`src/design/ikey_pkg.sv`:
```
// ----------------------------------------------------------------------------
// ikey_pkg - iambic keyer shared definitions
// Timer width, phase and element codes, register indexes, reset values and
// the reciprocal used for the early-latch percentage.
// ----------------------------------------------------------------------------
package ikey_pkg;

  localparam int TIMER_WIDTH = 16;

  // keyer phase
  typedef enum logic [2:0] {
    PH_IDLE  = 3'd0,
    PH_DIT   = 3'd1,
    PH_DAH   = 3'd2,
    PH_START = 3'd3,
    PH_KEYED = 3'd4,
    PH_GAP   = 3'd5
  } phase_t;

  // element chosen at an item
  typedef enum logic [1:0] {
    EB_NONE = 2'd0,
    EB_DIT  = 2'd1,
    EB_DAH  = 2'd2
  } elem_t;

  // keyer modes
  localparam logic [1:0] MODE_A     = 2'd0;
  localparam logic [1:0] MODE_B     = 2'd1;
  localparam logic [1:0] MODE_ULTIM = 2'd2;
  localparam logic [1:0] MODE_NOSQZ = 2'd3;

  // configuration register indexes
  typedef enum logic [2:0] {
    REG_DIT_LEN    = 3'd0,
    REG_MODE       = 3'd1,
    REG_DOT_PCT    = 3'd2,
    REG_DASH_PCT   = 3'd3,
    REG_LATENCY    = 3'd4,
    REG_CHAR_SPACE = 3'd5,
    REG_WORD_GAP   = 3'd6,
    REG_PAD_NORMAL = 3'd7
  } reg_idx_t;

  localparam int CFG_WIDTH = 14;

  // reset values
  localparam logic [7:0]  RST_DIT_LEN    = 8'd60;
  localparam logic [1:0]  RST_MODE       = MODE_B;
  localparam logic [6:0]  RST_DOT_PCT    = 7'd75;
  localparam logic [6:0]  RST_DASH_PCT   = 7'd45;
  localparam logic [3:0]  RST_LATENCY    = 4'd4;
  localparam logic [3:0]  RST_CHAR_SPACE = 4'd0;
  localparam logic [13:0] RST_WORD_GAP   = 14'd300;

  // x/100 = (x>>2)/25; (y*41944)>>20 is exact for y < 43690
  localparam logic [15:0] DIV25_MUL   = 16'd41944;
  localparam int          DIV25_SHIFT = 20;

  // latches bits
  localparam int L_DIT     = 0;
  localparam int L_DAH     = 1;
  localparam int L_LASTDIT = 2;

endpackage

```
`src/design/iambic_morse_keyer.sv`:
```
// ----------------------------------------------------------------------------
// iambic_morse_keyer - iambic Morse keyer, modes A, B, ultimatic, non-squeeze
// Paddle samples with a millisecond tick flag in, one keying result per item.
// ----------------------------------------------------------------------------
// One result item per input item. An accepted item sits in an input register
// until the keyer steps, the keyer state is updated from it by a single pass
// of logic and the result lands in an output register, from which it is
// presented. A new item is taken every cycle while the output side keeps up.
// While a result waits, the input register takes at most one more item and
// then holds in_tready low until the result is accepted. Register writes act
// on the early-latch point only once the products dit*pct, held in registers,
// have been updated; the one multiply-by-reciprocal for the percentage divide
// sits in the element start.
// ----------------------------------------------------------------------------
module iambic_morse_keyer
  import ikey_pkg::*;
(
  input  logic                 clk,
  input  logic                 rst_n,
  // input items
  input  logic                 in_tvalid,
  output logic                 in_tready,
  input  logic [7:0]           in_tdata,   // [0] tick, [1] left_paddle, [2] right_paddle
  // result items
  output logic                 out_tvalid,
  input  logic                 out_tready,
  output logic [7:0]           out_tdata,  // [0] key_down, [2:1] element_begin,
                                           // [3] word_end, [4] paddle_busy
  output logic                 out_tlast,  // char_end
  // register writes
  input  logic                 cfg_we,
  input  logic [2:0]           cfg_addr,
  input  logic [CFG_WIDTH-1:0] cfg_wdata
);

  localparam logic [TIMER_WIDTH-1:0] TMAX = '1;

  // ---------------------------------------------------------------- config
  logic [7:0]  dit_len_r;
  logic [1:0]  mode_r;
  logic [6:0]  dot_pct_r;
  logic [6:0]  dash_pct_r;
  logic [3:0]  latency_r;
  logic [3:0]  char_space_r;
  logic [13:0] word_gap_r;
  logic        pad_normal_r;

  always_ff @(posedge clk) begin
    if (!rst_n) begin
      dit_len_r    <= RST_DIT_LEN;
      mode_r       <= RST_MODE;
      dot_pct_r    <= RST_DOT_PCT;
      dash_pct_r   <= RST_DASH_PCT;
      latency_r    <= RST_LATENCY;
      char_space_r <= RST_CHAR_SPACE;
      word_gap_r   <= RST_WORD_GAP;
      pad_normal_r <= 1'b1;
    end else if (cfg_we) begin
      unique case (reg_idx_t'(cfg_addr))
        REG_DIT_LEN:    dit_len_r    <= cfg_wdata[7:0];
        REG_MODE:       mode_r       <= cfg_wdata[1:0];
        REG_DOT_PCT:    dot_pct_r    <= cfg_wdata[6:0];
        REG_DASH_PCT:   dash_pct_r   <= cfg_wdata[6:0];
        REG_LATENCY:    latency_r    <= cfg_wdata[3:0];
        REG_CHAR_SPACE: char_space_r <= cfg_wdata[3:0];
        REG_WORD_GAP:   word_gap_r   <= cfg_wdata;
        REG_PAD_NORMAL: pad_normal_r <= cfg_wdata[0];
      endcase
    end
  end

  // element length times early percentage, one multiplier each
  logic [9:0]  dah_len;
  logic [14:0] prod_dit_r;
  logic [16:0] prod_dah_r;

  assign dah_len = {1'b0, dit_len_r, 1'b0} + {2'b00, dit_len_r};

  always_ff @(posedge clk) begin
    prod_dit_r <= 15'(dit_len_r) * 15'(dot_pct_r);
    prod_dah_r <= 17'(dah_len) * 17'(dash_pct_r);
  end

  // ---------------------------------------------------------- handshakes
  logic in_v_r, out_v_r, adv, step;
  logic in_tick_r, in_left_r, in_right_r;

  assign adv       = !out_v_r || out_tready;
  assign in_tready = !in_v_r || adv;
  assign step      = in_v_r && adv;

  always_ff @(posedge clk) begin
    if (!rst_n) begin
      in_v_r  <= 1'b0;
      out_v_r <= 1'b0;
    end else begin
      if (in_tready) in_v_r <= in_tvalid;
      if (adv)       out_v_r <= in_v_r;
    end
  end

  always_ff @(posedge clk) begin
    if (in_tvalid && in_tready) begin
      in_tick_r  <= in_tdata[0];
      in_left_r  <= in_tdata[1];
      in_right_r <= in_tdata[2];
    end
  end

  // --------------------------------------------------------------- state
  phase_t                 phase_r, phase_nxt;
  logic [2:0]             latches_r, latches_nxt;
  logic                   first_dit_r, first_dit_nxt;
  logic                   keyed_r, keyed_nxt;
  logic                   word_armed_r, word_armed_nxt;
  logic [TIMER_WIDTH-1:0] elem_tm_r, elem_tm_nxt;
  logic [TIMER_WIDTH-1:0] early_tm_r, early_tm_nxt;
  logic [TIMER_WIDTH-1:0] lat_tm_r, lat_tm_nxt;
  logic [TIMER_WIDTH-1:0] space_tm_r, space_tm_nxt;
  logic [TIMER_WIDTH-1:0] word_tm_r, word_tm_nxt;

  function automatic logic [TIMER_WIDTH-1:0] dec_sat(input logic [TIMER_WIDTH-1:0] v);
    dec_sat = (v != '0) ? v - 1'b1 : v;
  endfunction

  function automatic logic [TIMER_WIDTH-1:0] inc_sat(input logic [TIMER_WIDTH-1:0] v);
    inc_sat = (v != TMAX) ? v + 1'b1 : v;
  endfunction

  // paddles after optional swap
  logic dit_p, dah_p;
  assign dit_p = pad_normal_r ? in_left_r  : in_right_r;
  assign dah_p = pad_normal_r ? in_right_r : in_left_r;

  // timers after this item's tick
  logic in_elem_ph, in_gap_ph;
  logic [TIMER_WIDTH-1:0] t_elem, t_early, t_lat, t_space, t_word;

  assign in_gap_ph  = (phase_r == PH_GAP);
  assign in_elem_ph = (phase_r == PH_KEYED) || in_gap_ph;
  assign t_elem  = (in_tick_r && in_elem_ph) ? dec_sat(elem_tm_r)  : elem_tm_r;
  assign t_early = (in_tick_r && in_elem_ph) ? dec_sat(early_tm_r) : early_tm_r;
  assign t_lat   = (in_tick_r && in_gap_ph)  ? dec_sat(lat_tm_r)   : lat_tm_r;
  assign t_space = in_tick_r ? dec_sat(space_tm_r) : space_tm_r;
  assign t_word  = in_tick_r ? dec_sat(word_tm_r)  : word_tm_r;

  // element start loads: length and early-latch point
  logic        start_dah;
  logic [9:0]  len_w;
  logic [16:0] prod_sel;
  logic [30:0] recip;
  logic [10:0] pct_q;
  logic [TIMER_WIDTH-1:0] early_load;

  assign start_dah = (phase_r == PH_DAH);
  assign len_w     = start_dah ? dah_len : {2'b00, dit_len_r};
  assign prod_sel  = start_dah ? prod_dah_r : {2'b00, prod_dit_r};
  assign recip     = 31'(prod_sel[16:2]) * 31'(DIV25_MUL);
  assign pct_q     = recip[30:DIV25_SHIFT];

  always_comb begin
    priority if (mode_r == MODE_B) early_load = TIMER_WIDTH'(pct_q) + TIMER_WIDTH'(2);
    else if (mode_r == MODE_NOSQZ) early_load = TIMER_WIDTH'(3);
    else                           early_load = TIMER_WIDTH'(len_w);
  end

  // gap loads
  logic [11:0] lat_prod;
  logic [8:0]  lat_load;
  logic [11:0] space_load;
  logic [8:0]  gap_load;
  logic [14:0] word_load;

  assign lat_prod   = 12'(latency_r - 4'd1) * 12'(dit_len_r);
  assign lat_load   = (latency_r != '0) ? lat_prod[11:3] : '0;
  assign space_load = 12'(char_space_r) * 12'(dit_len_r) + 12'd1;
  assign gap_load   = {1'b0, dit_len_r} + 9'd1;
  assign word_load  = {1'b0, word_gap_r} + 15'd1;

  // shared decisions
  logic       idle_word, press, cs_hold, gap_lat, gap_done, next_dah;
  logic [2:0] opp_latch, merged;
  elem_t      gap_sel;

  assign idle_word = word_armed_r && (t_word == '0);
  assign press     = dit_p || dah_p;
  assign cs_hold   = (char_space_r != '0) && (t_space != '0);
  assign gap_lat   = (t_lat != '0);
  assign gap_done  = !gap_lat && (t_elem == '0);

  // inside the latency window only the paddle opposite the last element latches
  always_comb begin
    opp_latch = latches_r;
    if (latches_r[L_LASTDIT]) opp_latch[L_DAH] = latches_r[L_DAH] | dah_p;
    else                      opp_latch[L_DIT] = latches_r[L_DIT] | dit_p;
  end

  assign merged = gap_lat ? opp_latch : (latches_r | {1'b0, dah_p, dit_p});

  // squeeze resolution per mode
  always_comb begin
    priority if (mode_r == MODE_NOSQZ) next_dah = !first_dit_r;
    else if (mode_r == MODE_ULTIM)     next_dah = first_dit_r;
    else                               next_dah = merged[L_LASTDIT];
  end

  always_comb begin
    priority if (merged[L_DIT] && merged[L_DAH]) gap_sel = next_dah ? EB_DAH : EB_DIT;
    else if (merged[L_DIT])                     gap_sel = EB_DIT;
    else if (merged[L_DAH])                     gap_sel = EB_DAH;
    else                                        gap_sel = EB_NONE;
  end

  // next state
  always_comb begin
    phase_nxt      = phase_r;
    latches_nxt    = latches_r;
    first_dit_nxt  = first_dit_r;
    keyed_nxt      = keyed_r;
    word_armed_nxt = word_armed_r;
    elem_tm_nxt    = t_elem;
    early_tm_nxt   = t_early;
    lat_tm_nxt     = t_lat;
    space_tm_nxt   = t_space;
    word_tm_nxt    = t_word;
    unique case (phase_r)
      PH_DIT, PH_DAH: begin
        if (!cs_hold) begin
          latches_nxt  = {!start_dah, 2'b00};
          elem_tm_nxt  = TIMER_WIDTH'(len_w);
          early_tm_nxt = early_load;
          phase_nxt    = PH_START;
        end
      end
      PH_START: begin
        elem_tm_nxt  = inc_sat(t_elem);
        early_tm_nxt = inc_sat(t_early);
        keyed_nxt    = 1'b1;
        phase_nxt    = PH_KEYED;
      end
      PH_KEYED: begin
        if (t_elem == '0) begin
          keyed_nxt   = 1'b0;
          elem_tm_nxt = TIMER_WIDTH'(gap_load);
          lat_tm_nxt  = TIMER_WIDTH'(lat_load);
          phase_nxt   = PH_GAP;
        end else if (t_early == '0) begin
          latches_nxt = opp_latch;
        end
      end
      PH_GAP: begin
        latches_nxt = merged;
        if (gap_done) begin
          unique case (gap_sel)
            EB_DIT: phase_nxt = PH_DIT;
            EB_DAH: phase_nxt = PH_DAH;
            default: begin
              phase_nxt      = PH_IDLE;
              latches_nxt    = '0;
              word_tm_nxt    = TIMER_WIDTH'(word_load);
              word_armed_nxt = 1'b1;
              if (char_space_r != '0) space_tm_nxt = TIMER_WIDTH'(space_load);
            end
          endcase
        end
      end
      default: begin  // idle
        if (idle_word) begin
          word_armed_nxt = 1'b0;
        end else if (press) begin
          latches_nxt   = latches_r | {1'b0, dah_p, dit_p};
          first_dit_nxt = dit_p;
          phase_nxt     = dit_p ? PH_DIT : PH_DAH;
        end
      end
    endcase
  end

  // result of this item
  elem_t elem_w;
  logic  cend_w, wend_w;

  always_comb begin
    elem_w = EB_NONE;
    cend_w = 1'b0;
    wend_w = 1'b0;
    unique case (phase_r)
      PH_DIT, PH_DAH, PH_START, PH_KEYED: ;
      PH_GAP: begin
        if (gap_done) begin
          elem_w = gap_sel;
          cend_w = (gap_sel == EB_NONE);
        end
      end
      default: begin
        if (idle_word) wend_w = 1'b1;
        else if (press) elem_w = dit_p ? EB_DIT : EB_DAH;
      end
    endcase
  end

  always_ff @(posedge clk) begin
    if (!rst_n) begin
      phase_r      <= PH_IDLE;
      latches_r    <= '0;
      first_dit_r  <= 1'b0;
      keyed_r      <= 1'b0;
      word_armed_r <= 1'b0;
      elem_tm_r    <= '0;
      early_tm_r   <= '0;
      lat_tm_r     <= '0;
      space_tm_r   <= '0;
      word_tm_r    <= '0;
    end else if (step) begin
      phase_r      <= phase_nxt;
      latches_r    <= latches_nxt;
      first_dit_r  <= first_dit_nxt;
      keyed_r      <= keyed_nxt;
      word_armed_r <= word_armed_nxt;
      elem_tm_r    <= elem_tm_nxt;
      early_tm_r   <= early_tm_nxt;
      lat_tm_r     <= lat_tm_nxt;
      space_tm_r   <= space_tm_nxt;
      word_tm_r    <= word_tm_nxt;
    end
  end

  // output register
  logic  key_r, cend_r, wend_r, busy_r;
  elem_t elem_r;

  always_ff @(posedge clk) begin
    if (step) begin
      key_r  <= keyed_nxt;
      elem_r <= elem_w;
      cend_r <= cend_w;
      wend_r <= wend_w;
      busy_r <= |latches_nxt[1:0];
    end
  end

  assign out_tvalid = out_v_r;
  assign out_tdata  = {3'b000, busy_r, wend_r, elem_r, key_r};
  assign out_tlast  = cend_r;

`ifndef NO_ASSERTIONS
  // the key is down exactly while an element is being sent
  a_key_phase: assert property (@(posedge clk) disable iff (!rst_n)
    keyed_r == (phase_r == PH_KEYED))
    else $error("keyed flag out of step with phase");

  // a chosen element always leads to its pending phase
  a_elem_dit: assert property (@(posedge clk) disable iff (!rst_n)
    step && elem_w == EB_DIT |=> phase_r == PH_DIT)
    else $error("dit chosen but phase not dit");

  a_elem_dah: assert property (@(posedge clk) disable iff (!rst_n)
    step && elem_w == EB_DAH |=> phase_r == PH_DAH)
    else $error("dah chosen but phase not dah");

  // character end returns to idle with latches clear and word timer armed
  a_char_end: assert property (@(posedge clk) disable iff (!rst_n)
    step && cend_w |=> phase_r == PH_IDLE && latches_r == '0 && word_armed_r)
    else $error("character end left keyer busy");

  // a waiting result is never dropped
  a_out_hold: assert property (@(posedge clk) disable iff (!rst_n)
    out_v_r && !out_tready |=> out_v_r)
    else $error("stalled result lost");
`endif

endmodule
```
`config.mk`:
```
export PLATFORM = sky130hd
export DESIGN_NAME = iambic_morse_keyer
export DESIGN_NICKNAME = d
export VERILOG_FILES = /design/src/design/ikey_pkg.sv /design/src/design/iambic_morse_keyer.sv
export SDC_FILE = /design/constraint.sdc
export NUM_CORES = 1
export LEC_CHECK = 0
export ABC_CLOCK_PERIOD_IN_PS = 9710
export BUFFER_PORTS_ARGS = -buffer_cell sky130_fd_sc_hd__buf_4
export CAP_MARGIN = 20
export CORE_MARGIN = 3
export CORE_UTILIZATION = 50
export DETAILED_ROUTE_END_ITERATION = 16
export GPL_ROUTABILITY_DRIVEN = 1
export PLACE_DENSITY = 0.69
export SETUP_SLACK_MARGIN = 0.4
export SLEW_MARGIN = 20
export SYNTH_ARGS = -nofsm -noshare
export SYNTH_HDL_FRONTEND = slang
export SYNTH_SLANG_ARGS = --single-unit
```
`constraint.sdc`:
```
create_clock -name clk -period 9.71 [get_ports clk]
set_input_delay 0 -clock clk [delete_from_list [all_inputs] [get_ports clk]]
set_output_delay 0 -clock clk [all_outputs]
set_load 0.05 [all_outputs]
```
* Word level (Yosys, flattened, before mapping) *
Index checks and enable logic that the tools add are counted.

storage, ports and cells
  bits in registers = 179
  bits of input ports = 30
  output and inout bits = 11
  word-level logic and storage cells = 204

cells by class
  $add $sub $neg = 13
  multipliers = 5
  eq/ne operators = 25
  multiplexer cells = 70
  bitwise operators = 8
  reductions and logical operators = 52

operator list
  operator                                                               count
  16-bit two-way mux                                                     24
  16-bit nonzero test                                                    7
  16-bit by 1-bit subtractor with 16-bit output, second input constant   5
  16-bit logical NOT                                                     3
  16-bit one-hot mux with 3 select lines                                 1
  3-bit two-way mux                                                      11
  16-bit by 1-bit adder with 16-bit output, second input constant        2
  16-bit inequality test, second input constant                          2
  16-bit one-hot mux with 2 select lines                                 1
  15-bit by 13-bit multiplier with 28-bit output, second input constant  1
  3-bit one-hot mux with 4 select lines                                  2
  2-bit two-way mux                                                      11
  10-bit two-way mux                                                     2
  3-bit == test, second input constant                                   6
  2-bit AND reduction                                                    9
  10-bit by 7-bit multiplier with 17-bit output                          1
  17-bit two-way mux                                                     1
  14-bit by 1-bit adder with 15-bit output, second input constant        1
  8-bit by 7-bit multiplier with 15-bit output                           1
  11-bit by 2-bit adder with 12-bit output, second input constant        1
  12-bit by 1-bit adder with 12-bit output, second input constant        1
  3-bit by 2-bit == test with 1-bit output, second input constant        4
  4-bit by 8-bit multiplier with 12-bit output                           1
  5-bit by 9-bit multiplier with 12-bit output                           1
  other kinds (33)                                                       74

* Logic depth before layout (Yosys ltp) *
  word-level depth = 15
  depth in mapped cells = 30

* Worst setup path after synthesis *
Ideal clock, no wire load.

  kind = register to register
  start = register phase_r[2]
  end = register early_tm_r[10]
  data arrival time = 7.362 ns
  required time = 9.562 ns
  slack = 2.200 ns
  stages on the path, launching flop included = 25
  path buffers = 3
  path through = dfxtp_1 -> clkbuf_1 -> nor2_1 -> and2_1 -> clkbuf_1 -> buf_1 -> mux2i_1 -> xor2_1 -> fa_1 -> fa_1 -> inv_1 -> fa_1 -> fa_1 -> inv_1 -> ha_1 -> a21oi_1 -> a21oi_1 -> o21ai_0 -> a31oi_1 -> a221o_1 -> xnor2_1 -> or4b_2 -> or3_1 -> nand3_1 -> a31oi_1

between the ends
  word-level cells in the longest chain between the ends = 7

ends and longest elaborated chain
  what                                                                                 line                                                  source
  start: declaration                                                                   iambic_morse_keyer.sv:111                             phase_t phase_r, phase_nxt;
  start signal: assignment                                                             iambic_morse_keyer.sv:315                             phase_r <= phase_nxt;
  3-bit by 2-bit == test with 1-bit output, or another cell as far along               iambic_morse_keyer.sv:155, iambic_morse_keyer.sv:226
  17-bit two-way mux or 1-bit logical OR (tied branches)                               iambic_morse_keyer.sv:157, iambic_morse_keyer.sv:140
  15-bit by 13-bit multiplier with 28-bit output or 1-bit logical AND (tied branches)  iambic_morse_keyer.sv:158, iambic_morse_keyer.sv:142
  11-bit by 2-bit adder with 12-bit output or 16-bit two-way mux (tied branches)       iambic_morse_keyer.sv:162, iambic_morse_keyer.sv:142
  12-bit two-way mux, or another cell as far along                                     iambic_morse_keyer.sv:162                             priority if (mode_r == MODE_B) early_load = TIMER_WIDTH'(pct_q) + TIMER_WIDTH'(2);
  16-bit two-way mux (on tied branches)                                                iambic_morse_keyer.sv:228, iambic_morse_keyer.sv:127
  16-bit one-hot mux with 2 select lines *                                             iambic_morse_keyer.sv:226                             unique case (phase_r)
  end signal: assignment                                                               iambic_morse_keyer.sv:321                             early_tm_r <= early_tm_nxt;
  end: declaration                                                                     iambic_morse_keyer.sv:117                             logic [TIMER_WIDTH-1:0] early_tm_r, early_tm_nxt;

Mark *: on every way between the ends. The rest lies on a longest branch, timed or not.
A chain may end at the register's enable or synchronous reset.

* Final worst setup path *
  start = register phase_r[1]
  end = register early_tm_r[10]

The elaborated chain is that of the path after synthesis.

==> implementation parameters <==
Parameter                              Value

Setup path
  Critical Path Slowest Stage Cell ... sky130_fd_sc_hd__dfxtp_1
  Critical Path Source Type ... register
  Critical path class ... reg2reg
  Peak per-stage delay on the critical path ... 0.76 ns
  Arrival time of data at the critical path endpoint ... 8.62 ns
  Worst reg2reg setup slack ... 1.40 ns
  Critical path, cell by cell ... nand2_1 > mux2i_1 > clkinv_1 > ha_1 > o21bai_1 > ha_1 > fa_1 > inv_1 > fa_1 > fa_1 > inv_1 > ha_1 > a21oi_1 > a21oi_1 > o21ai_0 > a31oi_1 > a221o_1 > xnor2_1 > or4b_2 > or3_1 > nand3_1 > a31oi_1
  Reg2reg path depth ... 22
  Largest driver fanout on the critical path ... 20
  Critical Path RT ... 10.02 ns
  Endpoint kind of the worst setup timing path ... register

Place
  Port Buf Inserts ... 32
  Total half-perimeter wirelength after legalization and detailed placement ... 43400 um
  Placer Congestion ... 0.958

Synthesis
  Cell with the most instances after synthesis ... sky130_fd_sc_hd__nand2_1
  Most common library cells after synthesis ... sky130_fd_sc_hd__nand2_1 (330), sky130_fd_sc_hd__inv_1 (267), sky130_fd_sc_hd__ha_1 (221), sky130_fd_sc_hd__dfxtp_1 (166), sky130_fd_sc_hd__fa_1 (159)
  Cell taking the most area after synthesis ... sky130_fd_sc_hd__dfxtp_1
  Main area contributors after synthesis ... sky130_fd_sc_hd__dfxtp_1 (16%), sky130_fd_sc_hd__fa_1 (15%), sky130_fd_sc_hd__ha_1 (13%)
  Syn Area/Cell ... 7.96 um2
  Number of enable flip-flop cells after synthesis ... 9
  Number of library cell types mapped by synthesis ... 86
  Most common flop cell mapped by yosys ... sky130_fd_sc_hd__dfxtp_1
  Share of the yosys chip area belonging to registers ... 0.169
  Number of instances in the synthesized netlist ... 2678
  Synth Register Bits ... 175
  Yosys top cell area share ... 0.156
  Syn. warnings ... 0
  Share of flip-flops with an asynchronous set or reset ... 0
  Cell area after synthesis ... 0.0213 mm2

Layout
  Diodes inserted ... 0
  Number of filler instances in the final layout ... 3906
  Area grow syn2layout ... 6.22%
  Final net count ... 3038
  Ratio of cells with drive above 1 in the final layout ... 0.0492

Route
  First-pass iteration count of the detailed router ... 6
  Count of vias placed by the detailed router ... 19.0k
  Post-DRT Antenna Nets ... 0
  Routed len/inst ... 17.9 um
  DRC Markers ... 0
  Number of design-rule violations left by the first detailed-router iteration ... 1632
  Vias per inst ... 5.98
  Total Routed Length ... 57000 um

Clocking
  Maximum number of buffers from clock root to sink ... 2
  Clock input transition at the sequential cells of the worst setup and hold paths ... 0.08 ns
  Clock latency on the worst-skew pair ... 0.47 ns
  Clock tree sinks ... 175
  TritonCTS Buffers ... 17
  Number of H-tree levels ... 4
  Setup repair bufs after CTS ... 0
  TritonCTS clock tree ... done
  Clock tree root buffer cell ... sky130_fd_sc_hd__clkbuf_16

Global route
  Vias in the first global route ... 18.8k
  First-pass GRT wire length ... 94200 um
  Maximum number of pins on one net before global-route repair ... 74
  Global Route met3 Usage ... 0.0294
  Layer with the highest usage after global routing ... met2
  Global-route met1 utilization ... 0.339
  Number of antenna violations at the first check in global routing ... 0
  GRT met2 Usage ... 0.436
  Gr ovfl total ... 0
  Total global routing track utilization ... 0.256

Floorplan
  Rows ... 75
  Die width ... 212 um
  Die height ... 212 um
  Initial standard-cell utilization of the core ... 0.507
  Boundary pin count ... 41
  Placeable core region ... 0.0420 mm2
  Total Die Area ... 0.0452 mm2

STA
  Least-Margin Pin Slew ... 1.12 ns
  Ratio of final minimum period to clock period ... 0.855
  Highest clock frequency the design can meet ... 0.120 GHz
  Setup total negative slack ... 0 ns
  Slew headroom ... 0.247
  Number of hold violations in the final report ... 0
  Minimum clock period after layout ... 8.31 ns
  Final setup fails ... 0
  Final Slew Violations ... 0
  Worst clock skew on the final layout ... 0.00982 ns
  RSZ-0062 raised after global routing ... no

Worst hold path
  Hold Path Stages ... 2
  Kind of path behind the tightest hold check ... in2reg

Outcome
  Run status ... completed

Run
  Number of max-capacitance violations reported ... 0
==> area by class of cell <==
| cell class | instances | area, um2 | area share |
|---|---|---|---|
| clock buffer | 19 | 453 | 0.0200 |
| clock inverter | 13 | 141 | 0.00624 |
| inverter | 269 | 1010 | 0.0446 |
| multi-input combinational | 2085 | 16100 | 0.711 |
| sequential | 175 | 3590 | 0.159 |
| tap | 539 | 674 | 0.0298 |
| timing repair buffer | 80 | 668 | 0.0295 |
==> cells in the final DEF (no fill, tap or decap), types with 10 or more instances in the layout <==
cell                            count
sky130_fd_sc_hd__and2_1            66
sky130_fd_sc_hd__and3_1            18
sky130_fd_sc_hd__or4_1             16
sky130_fd_sc_hd__mux2i_1           53
sky130_fd_sc_hd__nor3b_1           10
sky130_fd_sc_hd__or2_2             11
sky130_fd_sc_hd__dfxtp_1          166
sky130_fd_sc_hd__a31oi_1           23
sky130_fd_sc_hd__o22ai_1           15
sky130_fd_sc_hd__o221ai_1          12
sky130_fd_sc_hd__a21o_1            36
sky130_fd_sc_hd__xnor2_1           83
sky130_fd_sc_hd__dlygate4sd3_1     27
sky130_fd_sc_hd__xor2_1            65
sky130_fd_sc_hd__a21oi_1          152
sky130_fd_sc_hd__or3_1             28
sky130_fd_sc_hd__nand3_1           86
sky130_fd_sc_hd__nand4_1           34
sky130_fd_sc_hd__o21bai_1          25
sky130_fd_sc_hd__nor2_1           153
sky130_fd_sc_hd__nor3_1            71
sky130_fd_sc_hd__nand2b_1          23
sky130_fd_sc_hd__a221oi_1          14
sky130_fd_sc_hd__o21a_1            10
sky130_fd_sc_hd__ha_1             221
sky130_fd_sc_hd__nor4_1            32
sky130_fd_sc_hd__nor2b_1           34
sky130_fd_sc_hd__o21ai_0          111
sky130_fd_sc_hd__inv_1            266
sky130_fd_sc_hd__nand2_1          330
sky130_fd_sc_hd__fa_1             159
sky130_fd_sc_hd__a211oi_1          23
sky130_fd_sc_hd__clkbuf_16         17
sky130_fd_sc_hd__buf_4             53
==> what timing repair did <==
item                                   CTS  global route
endpoints found under the hold margin   63             0
hold buffers                            27             0
resized for setup                        0             0
==> flip-flops by register name, summed over array words and instances, names as in the netlist, 2 cells and up <==
register and count:
phase_r 3, early_tm_r 16, char_space_r 4, latches_r 3, word_tm_r 16, prod_dit_r 13, elem_tm_r 16, space_tm_r 16
lat_tm_r 16, latency_r 4, dash_pct_r 7, prod_dah_r 15, mode_r 2, elem_r 2, dit_len_r 8, word_gap_r 14
dot_pct_r 7
==> layer usage <==
metal,wire (um),up-vias
met2,27400,622
met1,25000,9155
met4,1370,0
met5,0,-
met3,3170,100
li1,-,9147
==> cell families (layout without fill, tap and decap cells) <==
group	count (synthesis)	in the layout	share of synthesized area
AOI/OAI and AO/OA	538	538	0.164
muxes	59	59	0.0281
adders and majority gates	380	380	0.279
other	1	3	0.000176
and+or+nand+nor	957	957	0.223
DFF	175	175	0.169
buffers and inverters	420	381	0.0766
xor gates and xnor gates	148	148	0.0608
==> path summary, 6_finish.rpt <==
check / from / endpoint
worst max-delay path: phase_r[1] / early_tm_r[10]
worst max register to register: phase_r[1] / early_tm_r[10]
worst min-delay path: in_tdata[1] / in_left_r
worst min register to register: keyed_r / keyed_r
==> worst max-delay path, delay by kind of cell, from the launching register on <==
| family | cells | cell delay, ns |
|---|---|---|
| XOR/XNOR | 1 | 0.27 |
| AO/OA/AOI/OAI | 7 | 1.76 |
| buffers and inverters | 3 | 0.46 |
| adder cells (fa/ha/maj) | 6 | 2.41 |
| flip-flops | 1 | 0.76 |
| multiplexers | 1 | 0.69 |
| AND/OR/NAND/NOR | 4 | 1.78 |
==> stage by stage <==
stage | instances | hold WS (ns) | utilization | cell area (um2) | setup WS (ns)
after detailed placement | 3121 | 0.181 | 0.518 | 21800 | 1.51
final | 3180 | 0.258 | 0.539 | 22600 | 1.40
after floorplan | 2680 | 0.0989 | - | 21300 | 2.20
after global placement | 3121 | 0.185 | 0.518 | 21800 | 1.71
after CTS | 3180 | 0.235 | 0.539 | 22600 | 1.49
after global routing | 3180 | 0.246 | 0.539 | 22600 | 0.912
Power is not shown: default switching activity piles up to over one toggle a cycle in this logic, so the estimate is an artifact.
